<file path="src/design/rcd_pkg.sv">
`default_nettype none

package rcd_pkg;

    localparam int MAX_ELEMENTS    = 1024;
    localparam int MAX_BULK_LENGTH = 65535;

    localparam int CAP_MAX = (MAX_ELEMENTS > MAX_BULK_LENGTH) ? MAX_ELEMENTS : MAX_BULK_LENGTH;
    localparam int ACC_W   = $clog2(CAP_MAX + 2);
    localparam int SUM_W   = ACC_W + 4;
    localparam int ELEM_W  = $clog2(MAX_ELEMENTS + 1);
    localparam int PAY_W   = $clog2(MAX_BULK_LENGTH + 1);
    localparam int TOK_W   = 10;

    localparam int Q_DEPTH = 4;
    localparam int Q_PTR_W = $clog2(Q_DEPTH);
    localparam int Q_CNT_W = $clog2(Q_DEPTH + 1);

    localparam logic [7:0] CH_STAR   = 8'h2A;
    localparam logic [7:0] CH_DOLLAR = 8'h24;
    localparam logic [7:0] CH_CR     = 8'h0D;
    localparam logic [7:0] CH_LF     = 8'h0A;
    localparam logic [7:0] CH_TAB    = 8'h09;
    localparam logic [7:0] CH_SPACE  = 8'h20;
    localparam logic [7:0] CH_PLUS   = 8'h2B;
    localparam logic [7:0] CH_MINUS  = 8'h2D;
    localparam logic [7:0] CH_ZERO   = 8'h30;
    localparam logic [7:0] CH_NINE   = 8'h39;

    typedef enum logic [1:0] {
        MODE_UNDECIDED = 2'd0,
        MODE_WORDS     = 2'd1,
        MODE_ARRAY     = 2'd2
    } t_mode;

    typedef enum logic [2:0] {
        PH_COUNT    = 3'd0,
        PH_COUNT_LF = 3'd1,
        PH_DOLLAR   = 3'd2,
        PH_LEN      = 3'd3,
        PH_LEN_LF   = 3'd4,
        PH_PAYLOAD  = 3'd5,
        PH_SKIP     = 3'd6,
        PH_DONE     = 3'd7
    } t_phase;

    typedef enum logic [1:0] {
        ST_OK     = 2'd0,
        ST_FORMAT = 2'd1,
        ST_TRUNC  = 2'd2,
        ST_RANGE  = 2'd3
    } t_status;

    typedef struct packed {
        logic [7:0] data_byte;
        logic       end_of_message;
    } t_in_item;

    typedef struct packed {
        logic             byte_valid;
        logic [7:0]       token_byte;
        logic             token_first;
        logic             token_last;
        logic [TOK_W-1:0] token_number;
        logic             message_done;
        logic [1:0]       parse_status;
    } t_out_item;

    // one parsed byte gives one or two results
    typedef struct packed {
        logic      two;
        t_out_item res0;
        t_out_item res1;
    } t_rec;

    function automatic t_out_item mk_res(input logic v, input logic [7:0] b, input logic f,
                                         input logic l, input logic [TOK_W-1:0] n);
        t_out_item r;
        r.byte_valid   = v;
        r.token_byte   = b;
        r.token_first  = f;
        r.token_last   = l;
        r.token_number = n;
        r.message_done = 1'b0;
        r.parse_status = ST_OK;
        return r;
    endfunction

endpackage

`default_nettype wire

</file>
<file path="src/design/resp_command_deframer.sv">
`default_nettype none

// channel   | direction | handshake            | payload
// ----------+-----------+----------------------+----------------------------
// input     | in        | push / full          | i_in_item   (t_in_item)
// result    | out       | empty / pop          | o_out_item  (t_out_item)
//
// one message byte is taken every cycle while full is low
// a result is written into the queue, then loaded into the unpacker's output register before it shows
// results leave one per cycle while pop is high and empty is low; the last byte of a message may give two
// a four-entry queue between parser and unpacker absorbs result stalls
// reset is synchronous and returns the parser to the start of a message

module resp_command_deframer (
    input  wire                 i_clk,
    input  wire                 i_rst_n,
    input  wire                 push,
    output logic                full,
    input  rcd_pkg::t_in_item   i_in_item,
    output logic                empty,
    input  wire                 pop,
    output rcd_pkg::t_out_item  o_out_item
);
    import rcd_pkg::*;

    logic  in_take;
    logic  rec_valid;
    t_rec  rec;
    t_rec  head;
    logic  head_valid;
    logic  head_take;

    assign in_take = push && !full;

    rcd_parser u_parser (
        .i_clk       (i_clk),
        .i_rst_n     (i_rst_n),
        .i_valid     (in_take),
        .i_item      (i_in_item),
        .o_rec_valid (rec_valid),
        .o_rec       (rec)
    );

    rcd_fifo u_fifo (
        .i_clk      (i_clk),
        .i_rst_n    (i_rst_n),
        .i_wr       (rec_valid),
        .i_wr_rec   (rec),
        .i_rd       (head_take),
        .o_head     (head),
        .o_nonempty (head_valid),
        .o_full     (full)
    );

    rcd_unpack u_unpack (
        .i_clk        (i_clk),
        .i_rst_n      (i_rst_n),
        .i_head_valid (head_valid),
        .i_head       (head),
        .o_head_take  (head_take),
        .o_item       (o_out_item),
        .o_empty      (empty),
        .i_pop        (pop)
    );

endmodule

`default_nettype wire

</file>
<file path="src/design/rcd_parser.sv">
`default_nettype none

module rcd_parser (
    input  wire                 i_clk,
    input  wire                 i_rst_n,
    input  wire                 i_valid,
    input  rcd_pkg::t_in_item   i_item,
    output logic                o_rec_valid,
    output rcd_pkg::t_rec       o_rec
);
    import rcd_pkg::*;

    t_mode              r_mode, n_mode;
    t_phase             r_phase, n_phase;
    logic [ACC_W-1:0]   r_acc, n_acc;
    logic [ELEM_W-1:0]  r_elem, n_elem;
    logic [PAY_W-1:0]   r_pay, n_pay;
    logic [1:0]         r_skip, n_skip;
    logic [TOK_W-1:0]   r_tok, n_tok;
    logic [7:0]         r_held_byte, n_held_byte;
    logic               r_held_valid, n_held_valid;
    logic               r_held_first, n_held_first;
    t_status            r_err, n_err;
    logic               r_digit, n_digit;
    logic               r_sign, n_sign;
    logic               r_neg, n_neg;

    logic [7:0]         c;
    logic               is_space;
    logic               is_digit;
    logic [SUM_W-1:0]   acc_ext;
    logic [SUM_W-1:0]   sum;
    logic [SUM_W-1:0]   cap;
    logic [ACC_W-1:0]   acc_sat;
    logic               m_v, e_v;
    t_out_item          m_res, e_res;
    t_status            status;

    assign c        = i_item.data_byte;
    assign is_space = (c == CH_SPACE) || (c >= CH_TAB && c <= CH_CR);
    assign is_digit = (c >= CH_ZERO) && (c <= CH_NINE);
    assign acc_ext  = SUM_W'(r_acc);
    assign sum      = (acc_ext << 3) + (acc_ext << 1) + SUM_W'(c - CH_ZERO);
    assign cap      = (r_phase == PH_LEN) ? SUM_W'(MAX_BULK_LENGTH) : SUM_W'(MAX_ELEMENTS);
    assign acc_sat  = (sum > cap) ? ACC_W'(cap + SUM_W'(1)) : sum[ACC_W-1:0];

    always_ff @(posedge i_clk) begin
        if (!i_rst_n) begin
            r_mode       <= MODE_UNDECIDED;
            r_phase      <= PH_COUNT;
            r_acc        <= '0;
            r_elem       <= '0;
            r_pay        <= '0;
            r_skip       <= '0;
            r_tok        <= '0;
            r_held_byte  <= '0;
            r_held_valid <= 1'b0;
            r_held_first <= 1'b0;
            r_err        <= ST_OK;
            r_digit      <= 1'b0;
            r_sign       <= 1'b0;
            r_neg        <= 1'b0;
        end else if (i_valid) begin
            r_mode       <= n_mode;
            r_phase      <= n_phase;
            r_acc        <= n_acc;
            r_elem       <= n_elem;
            r_pay        <= n_pay;
            r_skip       <= n_skip;
            r_tok        <= n_tok;
            r_held_byte  <= n_held_byte;
            r_held_valid <= n_held_valid;
            r_held_first <= n_held_first;
            r_err        <= n_err;
            r_digit      <= n_digit;
            r_sign       <= n_sign;
            r_neg        <= n_neg;
        end
    end

    always_comb begin
        n_mode       = r_mode;
        n_phase      = r_phase;
        n_acc        = r_acc;
        n_elem       = r_elem;
        n_pay        = r_pay;
        n_skip       = r_skip;
        n_tok        = r_tok;
        n_held_byte  = r_held_byte;
        n_held_valid = r_held_valid;
        n_held_first = r_held_first;
        n_err        = r_err;
        n_digit      = r_digit;
        n_sign       = r_sign;
        n_neg        = r_neg;
        m_v          = 1'b0;
        e_v          = 1'b0;
        m_res        = '0;
        e_res        = '0;
        status       = ST_OK;

        if (r_mode == MODE_UNDECIDED && c == CH_STAR) begin
            n_mode  = MODE_ARRAY;
            n_phase = PH_COUNT;
            n_acc   = '0;
            n_digit = 1'b0;
            n_sign  = 1'b0;
            n_neg   = 1'b0;
        end else if (r_mode == MODE_ARRAY) begin
            unique case (r_phase)
                PH_COUNT, PH_LEN: begin
                    if (is_digit) begin
                        n_digit = 1'b1;
                        n_acc   = acc_sat;
                    end else if ((c == CH_PLUS || c == CH_MINUS) && !r_digit && !r_sign) begin
                        n_sign = 1'b1;
                        n_neg  = (c == CH_MINUS);
                    end else if (c == CH_CR && r_digit) begin
                        n_phase = (r_phase == PH_COUNT) ? PH_COUNT_LF : PH_LEN_LF;
                    end else begin
                        n_err   = ST_FORMAT;
                        n_phase = PH_DONE;
                    end
                end
                PH_COUNT_LF: begin
                    if (c != CH_LF) begin
                        n_err   = ST_FORMAT;
                        n_phase = PH_DONE;
                    end else if (r_neg || r_acc == '0) begin
                        n_phase = PH_DONE;
                    end else if (r_acc > ACC_W'(MAX_ELEMENTS)) begin
                        n_err   = ST_RANGE;
                        n_phase = PH_DONE;
                    end else begin
                        n_elem  = r_acc[ELEM_W-1:0];
                        n_phase = PH_DOLLAR;
                    end
                end
                PH_DOLLAR: begin
                    if (c == CH_DOLLAR) begin
                        n_acc   = '0;
                        n_digit = 1'b0;
                        n_sign  = 1'b0;
                        n_neg   = 1'b0;
                        n_phase = PH_LEN;
                    end else begin
                        n_err   = ST_FORMAT;
                        n_phase = PH_DONE;
                    end
                end
                PH_LEN_LF: begin
                    if (c != CH_LF) begin
                        n_err   = ST_FORMAT;
                        n_phase = PH_DONE;
                    end else if (r_neg && r_acc != '0) begin
                        n_err   = ST_FORMAT;
                        n_phase = PH_DONE;
                    end else if (r_acc > ACC_W'(MAX_BULK_LENGTH)) begin
                        n_err   = ST_RANGE;
                        n_phase = PH_DONE;
                    end else if (r_acc == '0) begin
                        // empty token
                        m_v    = 1'b1;
                        m_res  = mk_res(1'b0, 8'h00, 1'b1, 1'b1, r_tok);
                        n_tok  = r_tok + TOK_W'(1);
                        n_elem = r_elem - ELEM_W'(1);
                        if (r_elem == ELEM_W'(1)) begin
                            n_phase = PH_DONE;
                        end else begin
                            n_skip  = 2'd2;
                            n_phase = PH_SKIP;
                        end
                    end else begin
                        n_pay        = r_acc[PAY_W-1:0];
                        n_held_first = 1'b1;
                        n_phase      = PH_PAYLOAD;
                    end
                end
                PH_PAYLOAD: begin
                    m_v          = 1'b1;
                    m_res        = mk_res(1'b1, c, r_held_first, r_pay == PAY_W'(1), r_tok);
                    n_held_first = 1'b0;
                    n_pay        = r_pay - PAY_W'(1);
                    if (r_pay == PAY_W'(1)) begin
                        n_tok  = r_tok + TOK_W'(1);
                        n_elem = r_elem - ELEM_W'(1);
                        if (r_elem == ELEM_W'(1)) begin
                            n_phase = PH_DONE;
                        end else begin
                            n_skip  = 2'd2;
                            n_phase = PH_SKIP;
                        end
                    end
                end
                PH_SKIP: begin
                    n_skip = r_skip - 2'd1;
                    if (r_skip == 2'd1) begin
                        n_phase = PH_DOLLAR;
                    end
                end
                PH_DONE: begin
                end
                default: begin
                end
            endcase
        end else begin
            n_mode = MODE_WORDS;
            if (!is_space) begin
                if (r_held_valid) begin
                    m_v          = 1'b1;
                    m_res        = mk_res(1'b1, r_held_byte, r_held_first, 1'b0, r_tok);
                    n_held_first = 1'b0;
                end else begin
                    n_held_first = 1'b1;
                end
                n_held_byte  = c;
                n_held_valid = 1'b1;
            end else if (r_held_valid) begin
                m_v          = 1'b1;
                m_res        = mk_res(1'b1, r_held_byte, r_held_first, 1'b1, r_tok);
                n_held_valid = 1'b0;
                n_tok        = r_tok + TOK_W'(1);
            end
        end

        if (i_item.end_of_message) begin
            if (n_mode == MODE_WORDS) begin
                status = ST_OK;
                if (n_held_valid) begin
                    e_v   = 1'b1;
                    e_res = mk_res(1'b1, n_held_byte, n_held_first, 1'b1, n_tok);
                end
            end else begin
                status = (n_phase == PH_DONE) ? n_err : ST_TRUNC;
            end
            if (!m_v && !e_v) begin
                e_v   = 1'b1;
                e_res = '0;
            end
            if (e_v) begin
                e_res.message_done = 1'b1;
                e_res.parse_status = status;
            end else begin
                m_res.message_done = 1'b1;
                m_res.parse_status = status;
            end
            // back to the start of a message
            n_mode       = MODE_UNDECIDED;
            n_phase      = PH_COUNT;
            n_acc        = '0;
            n_elem       = '0;
            n_pay        = '0;
            n_skip       = '0;
            n_tok        = '0;
            n_held_byte  = '0;
            n_held_valid = 1'b0;
            n_held_first = 1'b0;
            n_err        = ST_OK;
            n_digit      = 1'b0;
            n_sign       = 1'b0;
            n_neg        = 1'b0;
        end
    end

    assign o_rec_valid = i_valid && (m_v || e_v);
    assign o_rec.two   = m_v && e_v;
    assign o_rec.res0  = m_v ? m_res : e_res;
    assign o_rec.res1  = e_res;

`ifndef ASSERT_OFF
    a_empty_token_marks: assert property (@(posedge i_clk) disable iff (!i_rst_n)
        o_rec_valid && !o_rec.res0.byte_valid && !o_rec.res0.message_done
        |-> o_rec.res0.token_first && o_rec.res0.token_last)
        else $error("status-free empty result is not a complete empty token");
    a_two_ends_message: assert property (@(posedge i_clk) disable iff (!i_rst_n)
        o_rec_valid && o_rec.two |-> o_rec.res1.message_done && !o_rec.res0.message_done)
        else $error("second result of a byte must close the message");
`endif

endmodule

`default_nettype wire

</file>
<file path="src/design/rcd_fifo.sv">
`default_nettype none

module rcd_fifo (
    input  wire                 i_clk,
    input  wire                 i_rst_n,
    input  wire                 i_wr,
    input  rcd_pkg::t_rec       i_wr_rec,
    input  wire                 i_rd,
    output rcd_pkg::t_rec       o_head,
    output logic                o_nonempty,
    output logic                o_full
);
    import rcd_pkg::*;

    t_rec                r_mem [Q_DEPTH];
    logic [Q_PTR_W-1:0]  r_wr_ptr, n_wr_ptr;
    logic [Q_PTR_W-1:0]  r_rd_ptr, n_rd_ptr;
    logic [Q_CNT_W-1:0]  r_cnt, n_cnt;

    always_ff @(posedge i_clk) begin
        if (i_wr) begin
            r_mem[r_wr_ptr] <= i_wr_rec;
        end
    end

    always_comb begin
        n_wr_ptr = i_wr ? r_wr_ptr + Q_PTR_W'(1) : r_wr_ptr;
        n_rd_ptr = i_rd ? r_rd_ptr + Q_PTR_W'(1) : r_rd_ptr;
        n_cnt    = r_cnt + Q_CNT_W'(i_wr) - Q_CNT_W'(i_rd);
    end

    always_ff @(posedge i_clk) begin
        if (!i_rst_n) begin
            r_wr_ptr <= '0;
            r_rd_ptr <= '0;
            r_cnt    <= '0;
        end else begin
            r_wr_ptr <= n_wr_ptr;
            r_rd_ptr <= n_rd_ptr;
            r_cnt    <= n_cnt;
        end
    end

    assign o_head     = r_mem[r_rd_ptr];
    assign o_nonempty = (r_cnt != '0);
    assign o_full     = (r_cnt == Q_CNT_W'(Q_DEPTH));

`ifndef ASSERT_OFF
    a_no_underflow: assert property (@(posedge i_clk) disable iff (!i_rst_n)
        i_rd |-> r_cnt != '0)
        else $error("queue read while empty");
    a_ptr_match: assert property (@(posedge i_clk) disable iff (!i_rst_n)
        (r_cnt == '0) || (r_cnt == Q_CNT_W'(Q_DEPTH)) |-> r_wr_ptr == r_rd_ptr)
        else $error("queue pointers disagree with fill count");
`endif

endmodule

`default_nettype wire

</file>
<file path="src/design/rcd_unpack.sv">
`default_nettype none

module rcd_unpack (
    input  wire                 i_clk,
    input  wire                 i_rst_n,
    input  wire                 i_head_valid,
    input  rcd_pkg::t_rec       i_head,
    output logic                o_head_take,
    output rcd_pkg::t_out_item  o_item,
    output logic                o_empty,
    input  wire                 i_pop
);
    import rcd_pkg::*;

    t_rec  r_rec;
    logic  r_valid, n_valid;
    logic  r_second, n_second;
    logic  rec_done;

    assign rec_done    = i_pop && r_valid && (!r_rec.two || r_second);
    assign o_head_take = i_head_valid && (!r_valid || rec_done);

    always_comb begin
        n_valid  = r_valid;
        n_second = r_second;
        if (o_head_take) begin
            n_valid  = 1'b1;
            n_second = 1'b0;
        end else if (rec_done) begin
            n_valid  = 1'b0;
            n_second = 1'b0;
        end else if (i_pop && r_valid) begin
            n_second = 1'b1;
        end
    end

    always_ff @(posedge i_clk) begin
        if (!i_rst_n) begin
            r_valid  <= 1'b0;
            r_second <= 1'b0;
        end else begin
            r_valid  <= n_valid;
            r_second <= n_second;
        end
    end

    always_ff @(posedge i_clk) begin
        if (o_head_take) begin
            r_rec <= i_head;
        end
    end

    assign o_item  = r_second ? r_rec.res1 : r_rec.res0;
    assign o_empty = !r_valid;

`ifndef ASSERT_OFF
    a_second_needs_two: assert property (@(posedge i_clk) disable iff (!i_rst_n)
        r_second |-> r_valid && r_rec.two)
        else $error("second result shown for a single-result record");
`endif

endmodule

`default_nettype wire

</file>
<file path="config.mk">
export PLATFORM = sky130hd
export DESIGN_NAME = resp_command_deframer
export DESIGN_NICKNAME = d
export VERILOG_FILES = /design/src/design/rcd_pkg.sv /design/src/design/resp_command_deframer.sv /design/src/design/rcd_parser.sv /design/src/design/rcd_fifo.sv /design/src/design/rcd_unpack.sv
export SDC_FILE = /design/constraint.sdc
export NUM_CORES = 1
export LEC_CHECK = 0
export BUFFER_PORTS_ARGS = -buffer_cell sky130_fd_sc_hd__buf_2
export CORE_MARGIN = 4
export CORE_UTILIZATION = 41
export CTS_CLUSTER_DIAMETER = 120
export DETAILED_ROUTE_END_ITERATION = 7
export GPL_TIMING_DRIVEN = 0
export PLACE_DENSITY = 0.59
export SETUP_SLACK_MARGIN = 0.15
export SLEW_MARGIN = 20
export SYNTH_ARGS = -nofsm -noshare
export SYNTH_HDL_FRONTEND = slang
export SYNTH_SLANG_ARGS = --single-unit
</file>
<file path="constraint.sdc">
create_clock -name i_clk -period 7.4 [get_ports i_clk]
set_clock_uncertainty 0.15 [all_clocks]
set_input_delay 0.74 -clock i_clk [delete_from_list [all_inputs] [get_ports i_clk]]
set_output_delay 0.74 -clock i_clk [all_outputs]
set_load 0.01 [all_outputs]
</file>
# After elaboration in Yosys (flattened, before gate mapping)
# Memory sizes are Yosys's and may differ from the RTL's. A register that Yosys moved wholly into a read port is not among the register bits.
# Index checks and enable logic that the tools add are counted.
dict set report totals {
  inputBits 13
  ff_bits 85
  ram_bits 196
  n_memories 1
}
dict set report classes {
  n_mux 160
  n_bitwise 1
  addsub 12
  eq_ne 34
  reduce_logical 46
  magnitude_cmp 7
}
# memory depth word_bits rd rd_ports_with_merged_regs wr line
set memory_table {}
lappend memory_table {u_fifo.r_mem 4 49 1 1 1 rcd_fifo.sv:15} ;# t_rec r_mem [Q_DEPTH];
# op n
set ops {}
lappend ops {{24-bit 2-to-1 mux} 14}
lappend ops {{16-bit 2-to-1 mux} 8}
lappend ops {{11-bit 2-to-1 mux} 11}
lappend ops {{17-bit 2-to-1 mux} 6}
lappend ops {{10-bit 2-to-1 mux} 10}
lappend ops {{3-bit 2-to-1 mux} 19}
lappend ops {{2-bit 2-to-1 mux} 28}
lappend ops {{24-bit one-hot mux with 2 select lines} 1}
lappend ops {{1-bit 2-to-1 mux} 46}
lappend ops {{8-bit by 6-bit == test with 1-bit output, second input constant} 5}
lappend ops {{17-bit one-hot mux with 2 select lines} 1}
lappend ops {{11-bit one-hot mux with 3 select lines} 1}
lappend ops {{8-bit 2-to-1 mux} 4}
lappend ops {{16-bit one-hot mux with 2 select lines} 1}
lappend ops {{20-bit by 18-bit adder with 21-bit output} 1}
lappend ops {{21-bit adder} 1}
lappend ops {{21-bit greater-than comparator} 1}
lappend ops {{3-bit != test, second input constant} 7}
lappend ops {{10-bit one-hot mux with 2 select lines} 1}
lappend ops {{3-bit one-hot mux with 6 select lines} 1}
lappend ops {{17-bit by 1-bit adder with 17-bit output, second input constant} 1}
lappend ops {{17-bit by 11-bit greater-than comparator with 1-bit output, second input constant} 1}
lappend ops {{17-bit by 16-bit greater-than comparator with 1-bit output, second input constant} 1}
lappend ops {{17-bit logical NOT} 1}
lappend ops {{46 further kinds} 89}

# Depth between registers and ports, before layout
# Gate-level depths: netlist of the first run.
dict set report depth {
  word_depth 18
  ltp_mapped 23
}

# Cells and area by module
# Synthesis of the first run repeated with hierarchy kept, for this count alone.
dict set report hier_totals {
  cells_unflattened 1311
  area_unflattened_um2 16533.4
}
# module cells_per_inst area_per_inst_um2 n_inst seq_area_each_um2
set by_module_without_submodules {}
lappend by_module_without_submodules {rcd_fifo 299 7536.0 1 6065.8}
lappend by_module_without_submodules {rcd_parser 923 7004.2 1 1521.5}
lappend by_module_without_submodules {rcd_unpack 88 1979.4 1 1511.4}
lappend by_module_without_submodules {resp_command_deframer 1 13.8 1 0.0}

# Worst setup path after synthesis of the first run
# Ideal clock, no wire load.
dict set report synth_path {
  path_kind {input-to-reg}
  from {in i_in_item[7] (netlist name)}
  to {reg u_parser.r_acc[12]}
  path_stages 20
  path_slack_ps 1245
  t_required_ps 7192
  arrival_time_ps 5947
  path_cell_list {clkbuf_1 nor3_1 fa_1 ha_1 clkbuf_1 nand2_1 a211o_1 o21ai_0 a31oi_1 xnor2_1 ha_1 and3_1 and3_1 nand3_1 or3_1 o211ai_1 nand4_1 nor2_1 buf_2 a22o_2}
}
dict set report synth_between {
  elab_chain_len 9
}
# item line
set synth_rtl {}
lappend synth_rtl {{start: declaration} resp_command_deframer.sv:19} ;# input rcd_pkg::t_in_item i_in_item,
lappend synth_rtl {{8-bit by 6-bit subtractor with 9-bit output} rcd_parser.sv:43} ;# assign sum = (acc_ext << 3) + (acc_ext << 1) + SUM_W'(c - CH_ZERO);
lappend synth_rtl {{21-bit adder} rcd_parser.sv:43}
lappend synth_rtl {{21-bit greater-than comparator} rcd_parser.sv:45} ;# assign acc_sat = (sum > cap) ? ACC_W'(cap + SUM_W'(1)) : sum[ACC_W-1:0];
lappend synth_rtl {{17-bit 2-to-1 mux} rcd_parser.sv:45}
lappend synth_rtl {{17-bit 2-to-1 mux} rcd_parser.sv:112} ;# if (is_digit) begin
lappend synth_rtl {{17-bit one-hot mux with 2 select lines} rcd_parser.sv:110} ;# unique case (r_phase)
lappend synth_rtl {{17-bit 2-to-1 mux} rcd_parser.sv:109} ;# end else if (r_mode == MODE_ARRAY) begin
lappend synth_rtl {{17-bit 2-to-1 mux} rcd_parser.sv:102} ;# if (r_mode == MODE_UNDECIDED && c == CH_STAR) begin
lappend synth_rtl {{17-bit 2-to-1 mux} rcd_parser.sv:226} ;# if (i_item.end_of_message) begin
lappend synth_rtl {{end signal: assignment} rcd_parser.sv:66} ;# r_acc <= n_acc;
lappend synth_rtl {{end: declaration} rcd_parser.sv:15} ;# logic [ACC_W-1:0] r_acc, n_acc;
# Several ways; a longest one is shown, not always the timed one. The select of a mux whose other input is x is not followed.
# A chain may end at the register's enable or synchronous reset.

# Final worst setup path of the first run
dict set report layout_path {
  from {in i_in_item[5] (netlist name)}
  to {reg u_parser.r_acc[14]}
}
# Same word-level chain as after synthesis.

==> out/summary.txt, run 1 <==
Rel. slew slack: 30.9%
Port Buffers: 34
Die Span X: 206 µm
Hold crit path type: reg2reg
Post-Syn Instances: 1,319
Status: complete, no violations
Bufs on Longest Clock Path: 3
Mean Syn Cell Area: 12.2 µm²
Starting Density: 41.6%
Synthesized-area fraction occupied by adder cells: 6.31%
Final min period: 6.16 ns
Initial antenna violation count: 0
Post-synth EDFFs: 240
First-pass GRT wire length: 62,200 µm
Post-CTS Hold Fix Bufs: 0
Mux cell area share after synthesis: 8.63%
Num CTS Buffers: 36
Post CTS Setup Buffer Count: 0
Die area: 42,500 µm²
# IOs: 39
Layout net count: 1,484
Post-DRT Antenna Nets: 0
Clock slew at reported path FFs: 0.06 ns
Diode count: 0
Via count: 11,100
Number of distinct library cells after synthesis: 82
Req. time, crit path: 7.71 ns
Crit path DAT: 6.48 ns
Top cell type's share of synthesized area: 44.8%
Fraction of registers with async set/reset: 0%
Post-route clock period utilization: 83.3%
Startpoint Class: input port
CP Max Fanout: 10
Routability congestion estimate from global placement: 0.975
Pin count of the biggest net entering global routing: 43
Clock Sinks: 325
Clk root buf: clkbuf_16
Drt first pass iters: 5
Area added between synthesis and finish: 13.6%
GRT Resource Usage Total: 18.7%
Dpl cell area: 17,100 µm²
Final Hold Viols: 0
Final slew viol count: 0
Core area: 38,700 µm²
Residual DRC count: 0
Die H: 206 µm
Compound-cell area share of the yosys netlist: 13.4%
Row count: 72
DR WL/cell: 20.3 µm
Sequential fraction of the synthesis area: 55.3%
H-tree level count: 2
Layout cells sized above 1: 14.8%
Critical Path End Type: register
Slew @ Worst Pin: 1.03 ns
Setup CP Type: in2reg
Xor/xnor share of the synthesized area: 1.74%
Resized Gates After CTS: 0
Largest family of logic cells by synthesized area: compound AO/OA/AOI/OAI gates
Iteration-0 DRC count of the detailed router: 1,025
DR vias/cell: 5.71
Minimum hold slack: 0.312 ns
Dpl hpwl: 28,200 µm
Maximum VDD drop: 0.128 mV
Top cells by area, synth: edfxtp_1 45%, dfxtp_1 11%, mux4_2 6.7%, ha_1 4.2%, a21oi_1 2.9%
Prevailing post-synth register cell: edfxtp_1
P_leak: 6.43 nW
Synth warn: 0
Max Fclk: 162 MHz
Fin area: 18,300 µm²
Final WL: 39,500 µm
Clk_lat worst skew: 0.53 ns
Post-Synthesis Cell Area: 16,100 µm²
RSZ-0062 raised after global routing: false
CTS tree: built
Vias in the first global route: 10,900
FF+latch count, synth: 325
Syn nets: 1,403
Cell count of the worst reg-to-reg path: 19
Final Setup Violations: 0
Post-Synth Simple-Gate Area: 11.7%
Grt total ovfl: 0
Max_cap viols: 0
Pwr Density: 278 nW/µm²
Worst hold stages: 2
Synth area leader: edfxtp_1
## synth_stat cells (all sizes together) (16+ instances only)
| library cell | instances |
|---|---|
| edfxtp | 240 |
| nor2 | 122 |
| a21oi | 94 |
| dfxtp | 85 |
| nand2 | 74 |
| clkbuf | 57 |
| inv | 57 |
| ha | 54 |
| mux4 | 48 |
| o21ai | 46 |
| nor3 | 33 |
| a22o | 24 |
| mux2 | 23 |
| nand3 | 21 |
| xnor2 | 20 |
| or3 | 19 |
| fa | 17 |
| a22oi | 16 |
| o211ai | 16 |
## kinds of logic after synthesis
group,after synthesis
AO/OA/AOI/OAI,316
XOR/XNOR,32
adder cells (fa/ha/maj),71
buffers and inverters,124
flip-flops,325
multiplexers,76
AND/OR/NAND/NOR,375
## metrics by stage
stage | setup TNS (ns) | util [%] | cells | power [W] | worst slack (ns)
after detailed placement | 0 | 44.2 | 1879 | 0.00342 | 0.689
after CTS | 0 | 47.2 | 1945 | 0.00514 | 1.19
final | 0 | 47.2 | 1946 | 0.00508 | 1.24
after global routing | 0 | 47.2 | 1946 | 0.00533 | 0.810
after global placement | -3.58 | 43.7 | 1871 | 0.00336 | -0.346
after floorplan | 0 | - | 1319 | 0.00303 | 1.25
## placed cells by master, fill, tap and decap left out, types with 10 or more instances in the layout
cell type  instances
nand2_1           73
nand2b_1          10
nand4_1           11
nor2b_1           15
nor2_1           122
inv_1             57
mux4_2            48
o21ai_0           42
a31oi_1           11
nor4_1            10
xor2_1            12
fa_1              17
o211ai_1          16
mux2_2            23
ha_1              54
a21o_1            15
nand3_1           21
clkbuf_16         37
xnor2_1           20
or3_1             18
a21oi_1           93
a22o_1            23
and3_1            15
edfxtp_1         240
dfxtp_1           85
nor3_1            32
clkbuf_1          67
o21a_1            14
a22oi_1           16
buf_2             37
## worst paths after layout
kind / from / endpoint / slack, ns
max: i_in_item[5] / u_parser.r_acc[14] / 1.24
min: u_parser.r_sign / u_parser.r_sign / 0.31
max reg2reg: u_parser.r_acc[0] / u_parser.r_acc[14] / 1.80
min reg2reg: u_parser.r_sign / u_parser.r_sign / 0.31
## power by group
part / leakage [nW] / internal [W] / total [W] / switching (W)
clock: 0.549 / 0.00100 / 0.00172 / 0.000717
combinational: 2.93 / 0.000461 / 0.00104 / 0.000579
sequential: 2.95 / 0.00226 / 0.00232 / 0.0000670
## worst max-delay path: stages
cell and delay [ns]:
buf_2 0.16, ha_1 0.28, nor3_2 0.46, buf_4 0.29
fa_1 0.44, ha_1 0.42, nand2_1 0.10, a211o_1 0.30
o21ai_0 0.45, a31oi_1 0.18, xnor2_1 0.18, ha_1 0.30
and3_1 0.22, and3_1 0.19, nand3_1 0.07, or3_1 0.30
o211ai_1 0.14, nand4_1 0.36, nor2_1 0.40, buf_2 0.29
a22o_1 0.17
## area by class of cell
cell class | instances | area, µm²
buffer | 67 | 255
clock buffer | 47 | 963
clock inverter | 19 | 171
fill | 3491 | 20500
inverter | 57 | 214
multi-input combinational | 870 | 6750
sequential | 325 | 8910
tap | 518 | 648
timing repair buffer | 43 | 373
## routing by layer
metal,vias to the layer above,wire [µm],global-route usage [%],share of wire [%]
met5,-,0,0,0
met4,0,943,5.30,2.4
met3,66,1900,2.51,4.8
met2,300,19400,32.2,49
met1,5524,17300,25.1,44
li1,5213,-,-,-
## state kept, by name, summed over array words and instances (netlist names)
name                   flops
u_fifo.r_mem             192
u_unpack.r_rec            48
u_parser.r_acc            17
u_parser.r_pay            16
u_parser.r_elem           11
u_parser.r_tok            10
u_parser.r_held_byte       8
u_fifo.r_cnt               3
u_parser.r_phase           3
u_fifo.r_rd_ptr            2
u_fifo.r_wr_ptr            2
u_parser.r_err             2
u_parser.r_mode            2
u_parser.r_skip            2
u_parser.r_digit           1
u_parser.r_held_first      1
u_parser.r_held_valid      1
u_parser.r_neg             1
u_parser.r_sign            1
u_unpack.r_second          1
u_unpack.r_valid           1
No activity file was read; power rests on OpenSTA's default activity.
==> run 2, diff against run 1 <==
--- a/config.mk
+++ b/config.mk
@@ -5,13 +5,14 @@
 export SDC_FILE = /design/constraint.sdc
 export NUM_CORES = 1
 export LEC_CHECK = 0
+export ABC_AREA = 1
 export BUFFER_PORTS_ARGS = -buffer_cell sky130_fd_sc_hd__buf_2
 export CORE_MARGIN = 4
 export CORE_UTILIZATION = 41
 export CTS_CLUSTER_DIAMETER = 120
 export DETAILED_ROUTE_END_ITERATION = 7
 export GPL_TIMING_DRIVEN = 0
-export PLACE_DENSITY = 0.59
+export PLACE_DENSITY = 0.61
 export SETUP_SLACK_MARGIN = 0.15
 export SLEW_MARGIN = 20
 export SYNTH_ARGS = -nofsm -noshare
==> constraint.sdc (replaced) <==
create_clock -name i_clk -period 5 [get_ports i_clk]
set_clock_uncertainty 0.15 [all_clocks]
set_input_delay 0.5 -clock i_clk [delete_from_list [all_inputs] [get_ports i_clk]]
set_output_delay 0.5 -clock i_clk [all_outputs]
set_load 0.01 [all_outputs]
==> run 2 against run 1 <==
Net effect: hold slack lost 0.21 ns; critical path depth grew 6; sequential power grew 51%; critical endpoint is now u_parser.r_acc[12]; largest cell class unchanged.
==> out/summary.txt, run 2 <==
Setup TNS: 0 ns
Clk root buf: clkbuf_16
Critical Path Max Stage Delay: 0.52 ns
RSZ-0062 raised after global routing: false
Fraction of registers with async set/reset: 0%
Critical Path End Type: register
Top Layer Used: met5
Post-Syn Instances: 1,796
Dpl cells: 2,368
Layout net count: 1,966
Die H: 209 µm
Prevailing post-synth register cell: edfxtp_1
CP most frequent cell: nand2_1
Total chip power: 0.00830 W
CP top delay family: simple AND/OR/NAND/NOR gates
Post-DRT Antenna Nets: 0
Number of distinct library cells after synthesis: 55
Crit path DAT: 4.80 ns
Final Hold Viols: 0
Residual DRC count: 0
Pwr Density: 441 nW/µm²
Largest register FFs: 192
CTS tree: built
Levels on crit path: 27
Vias in the first global route: 12,400
Clock slew at reported path FFs: 0.05 ns
Dpl cell area: 17,600 µm²
DR vias/cell: 5.34
Final min period: 4.48 ns
P_leak: 7.14 nW
Num CTS Buffers: 37
First-pass GRT wire length: 69,100 µm
Post-route clock period utilization: 89.7%
Synth area leader: edfxtp_1
Top cells by area, synth: edfxtp_1 44%, dfxtp_1 10%, nand2_1 7.2%, nor2_1 5.2%, o21ai_0 5.0%
Worst hold stages: 3
Largest Register: u_fifo.r_mem
Row count: 73
Final Setup Violations: 0
Top cell type's share of synthesized area: 43.6%
Commonest non-fill, non-tap cells in the layout: 315 x nand2_1, 240 x edfxtp_1, 221 x nor2_1
Drt first pass iters: 5
Status: complete, no violations
Starting Density: 41.5%
Hold crit path type: in2reg
Dpl hpwl: 32,100 µm
Clock Sinks: 325
Commonest non-fill, non-tap cell in the layout: nand2_1
Via count: 13,000
Rel. slew slack: 44.1%
Area added between synthesis and finish: 13.9%
Post-synth EDFFs: 240
Bufs on Longest Clock Path: 3
Routability congestion estimate from global placement: 0.888
FF+latch count, synth: 325
Pin count of the biggest net entering global routing: 27
CP bufs+invs: 4
Clk_lat worst skew: 0.55 ns
H-tree level count: 2
Max Fclk: 223 MHz
Diode count: 0
Routed length on met3: 2250 µm
WL met2: 21,100 µm
Setup CP Type: in2reg
Fin area: 18,800 µm²
Top flop regs: u_fifo.r_mem x192, u_unpack.r_rec x48, u_parser.r_acc x17
PnR worst setup slack: 0.516 ns
Mean Syn Cell Area: 9.20 µm²
CP Max Fanout: 12
Layout cells sized above 1: 9.42%
Port Buffers: 37
Post-Synthesis Cell Area: 16,500 µm²
Die Span X: 209 µm
Initial antenna violation count: 1
Synth cell count leaders: 315 x nand2_1, 240 x edfxtp_1, 227 x nor2_1
Pre-CTS setup slack: -0.273 ns
Final slew viol count: 0
Grt total ovfl: 0
Fill count: 3,795
Core area: 39,800 µm²
DR WL/cell: 18.1 µm
Multi-input logic area: 6690 µm²
Startpoint Class: input port
Sequential cell area: 8910 µm²
Maximum VDD drop: 0.230 mV
Slew @ Worst Pin: 0.830 ns
GRT Resource Usage Total: 19.7%
Layout Cells excl Fill: 2,435
Most frequent cell after synthesis: nand2_1
Met1 WL: 19,500 µm
Max_cap viols: 0
Req. time, crit path: 5.32 ns
Cell count of the worst reg-to-reg path: 27
Iteration-0 DRC count of the detailed router: 980
Final WL: 44,000 µm
Die area: 43,600 µm²
Syn nets: 1,880
# IOs: 39
Slowest CP cell: fa_1
Sequential fraction of the synthesis area: 53.9%
Synth warn: 0
-- run 2: changes by cell type after synthesis, sizes merged, moves of 19 or more --
cell	delta
nand2	+257
mux4	-48
inv	+108
nor2	+116
mux2	-23
nand3	+47
or3	-19
o21ai	+131
a21oi	+36
a22o	-24
o22ai	+58
-- run 2: path summary, 6_finish.rpt --
| kind | startpoint | endpoint | slack (ns) |
|---|---|---|---|
| worst min-delay path | pop | u_unpack.r_second | 0.11 |
| worst min register to register | u_parser.r_tok[9] | u_parser.r_tok[9] | 0.31 |
| worst max-delay path | i_in_item[7] | u_parser.r_acc[12] | 0.52 |
| worst max register to register | u_parser.r_acc[3] | u_parser.r_acc[12] | 0.55 |
-- run 2: timing repair --
| action | CTS | global route |
|---|---|---|
| hold endpoints to repair | 0 | 0 |
| hold buffers | 0 | 0 |
| setup buffers | 0 | 0 |
| resized for setup | 0 | 1 |
| setup endpoints to repair | 0 | 16 |
-- run 2: metrics by stage --
stage	utilization (%)	hold WS, ns
final	47.3	0.107
after global routing	47.3	0.105
after CTS	47.3	0.0800
after detailed placement	44.3	0.304
after global placement	43.6	0.303
after floorplan	-	0.289
-- run 2: area by class of cell --
class | count | share of cell area, %
Buffer | 72 | 1.64
Clock buffer | 55 | 5.50
Clock inverter | 12 | 0.731
Inverter | 176 | 3.52
Multi-Input combinational cell | 1223 | 35.5
Sequential cell | 325 | 47.3
Tap cell | 525 | 3.49
Timing Repair Buffer | 47 | 2.25
-- run 2: tightest hold or removal path, stage by stage --
cell and delay (ns):
buf_2 0.10, nand2_1 0.07, a2111oi_0 0.08
-- run 2: per-layer routing --
metal / vias up / track usage [%]
met1: 6177 / 26.7
li1: 6410 / -
met4: 2 / 5.87
met3: 67 / 2.78
met2: 338 / 33.2
met5: - / 0
-- run 2: kinds of logic (layout without fill, tap and decap cells) --
group	after synthesis	after routing	synth area share, %
AND/OR/NAND/NOR	699	699	18.0
AO/OA/AOI/OAI	431	431	14.9
flip-flops	325	325	53.9
buffers and inverters	248	362	5.88
adder cells (fa/ha/maj)	71	71	6.15
XOR/XNOR	22	22	1.17
-- run 2: where the power goes --
group	internal, W	total (W)	switching, W
clock	0.00155	0.00264	0.00109
combinational	0.000655	0.00215	0.00149
sequential	0.00340	0.00351	0.000116
==> run 3, diff against run 2 <==
--- a/config.mk
+++ b/config.mk
@@ -12,7 +12,7 @@
 export CTS_CLUSTER_DIAMETER = 120
 export DETAILED_ROUTE_END_ITERATION = 7
 export GPL_TIMING_DRIVEN = 0
-export PLACE_DENSITY = 0.61
+export PLACE_DENSITY = 0.59
 export SETUP_SLACK_MARGIN = 0.15
 export SLEW_MARGIN = 20
 export SYNTH_ARGS = -nofsm -noshare
==> constraint.sdc (replaced) <==
create_clock -name i_clk -period 5.75 [get_ports i_clk]
set_clock_uncertainty 0.15 [all_clocks]
set_input_delay 0.575 -clock i_clk [delete_from_list [all_inputs] [get_ports i_clk]]
set_output_delay 0.575 -clock i_clk [all_outputs]
set_load 0.01 [all_outputs]
==> run 3 against run 2 <==
Net effect: wire length grew 1.6%; highest routed layer unchanged; die area is the same; total power shrank 11%; first-iteration DRC count grew 16%; worst setup slack gained 0.40 ns; clock power shrank 7.6%.
==> out/summary.txt, run 3 (synthesized netlist as in run 2, its figures left out) <==
Setup CP Type: in2reg
Final Hold Viols: 0
Dpl hpwl: 32,400 µm
DR vias/cell: 5.36
Clk_lat worst skew: 0.55 ns
Largest Register: u_fifo.r_mem
Clock slew at reported path FFs: 0.06 ns
Vias in the first global route: 12,700
Iteration-0 DRC count of the detailed router: 1,140
CTS tree: built
Hold crit path type: in2reg
Initial antenna violation count: 1
Req. time, crit path: 6.07 ns
Drt first pass iters: 6
Post-DRT Antenna Nets: 0
Core Util, Final: 47.6%
Bufs on Longest Clock Path: 3
Commonest non-fill, non-tap cells in the layout: 315 x nand2_1, 240 x edfxtp_1, 221 x nor2_1
Layout cells sized above 1: 9.94%
CP Max Fanout: 12
GRT Resource Usage Total: 20.4%
DR WL/cell: 18.3 µm
RSZ-0062 raised after global routing: false
Max Fclk: 207 MHz
Startpoint Class: input port
Critical Path End Type: register
Maximum VDD drop: 0.202 mV
Status: complete, no violations
Largest register FFs: 192
Layout net count: 1,967
Grt total ovfl: 0
Layout Cells excl Fill: 2,437
Dpl cells: 2,369
P_leak: 7.22 nW
Final slew viol count: 0
Commonest non-fill, non-tap cell in the layout: nand2_1
# IOs: 39
Slew @ Worst Pin: 0.851 ns
Num CTS Buffers: 37
Fin area: 19,000 µm²
Die area: 43,600 µm²
Die H: 209 µm
Post-CTS Hold Fix Bufs: 0
Total chip power: 0.00740 W
Pin count of the biggest net entering global routing: 24
Rel. slew slack: 43.3%
Die Span X: 209 µm
H-tree level count: 2
Resized Gates After CTS: 0
Post CTS Setup Buffer Count: 0
Final min period: 4.83 ns
Post-route clock period utilization: 84.1%
Row count: 73
Starting Density: 41.5%
Area added between synthesis and finish: 14.8%
Diode count: 0
Pwr Density: 390 nW/µm²
Max_cap viols: 0
Residual DRC count: 0
Clk root buf: clkbuf_16
Port Buffers: 37
Clock Sinks: 325
Final Setup Violations: 0
Routability congestion estimate from global placement: 0.899
Core area: 39,800 µm²
Final WL: 44,700 µm
Dpl cell area: 17,700 µm²
First-pass GRT wire length: 71,500 µm
Crit path DAT: 5.15 ns
Top flop regs: u_fifo.r_mem x192, u_unpack.r_rec x48, u_parser.r_acc x17
Via count: 13,100
run 3: changes by cell type in the layout (fill, tap and decap cells not counted), sizes merged:
| cell | previous run | this run |
|---|---|---|
| bufinv | 2 | 4 |
| clkbuf | 112 | 105 |
| buf | 62 | 63 |
| clkinv | 18 | 24 |
run 3: worst paths after layout:
check,endpoint,cells past startpoint,slack (ns),startpoint
worst max-delay path,u_parser.r_acc[12],27,0.92,i_in_item[7]
worst min-delay path,u_parser.r_elem[2],3,0.18,i_rst_n
worst max register to register,u_parser.r_acc[12],26,1.30,u_parser.r_acc[2]
worst min register to register,u_parser.r_sign,2,0.31,u_parser.r_sign
run 3: where the power goes:
group / switching, W / internal, W
Combinational: 0.00132 / 0.000580
Clock: 0.000972 / 0.00147
Sequential: 0.000109 / 0.00296
run 3: metal layers:
metal	vias to the layer above	GRT usage [%]	wire length [µm]
met2	328	35.1	22000
met1	6255	27.3	19700
met3	69	2.91	2080
li1	6415	-	-
met5	-	0	13
met4	2	5.15	879
run 3: final cells by class:
class	count	area (µm²)
buffer	72	308
clock buffer	48	1040
clock inverter	20	229
fill	3812	20900
inverter	176	663
multi-input combinational	1223	6690
sequential	325	8910
tap	525	657
timing repair buffer	48	480
run 3: critical path, stage by stage:
cell	delay, ns
buf_2	0.14
nor2_2	0.24
inv_1	0.10
nor2_2	0.61
fa_1	0.55
ha_1	0.37
a21oi_1	0.27
nand2_1	0.12
a31oi_1	0.30
xnor2_1	0.22
ha_1	0.30
nand2_1	0.13
nor2_1	0.06
nand3_1	0.07
nand2_1	0.05
clkinv_1	0.04
nand2_1	0.04
nand2_1	0.05
nand2_1	0.05
nand2_1	0.05
nand2_1	0.05
nand2_1	0.11
nand2_2	0.10
nor2_4	0.16
buf_6	0.19
nand2_2	0.07
a21oi_2	0.11
run 3: metrics by stage:
stage	hold slack (ns)	setup TNS, ns	setup slack, ns
after global routing	0.177	0	0.507
after floorplan	0.289	0	1.05
final	0.180	0	0.917
after detailed placement	0.300	0	0.349
after global placement	0.303	-240.62	-1.29
after CTS	0.158	0	0.890
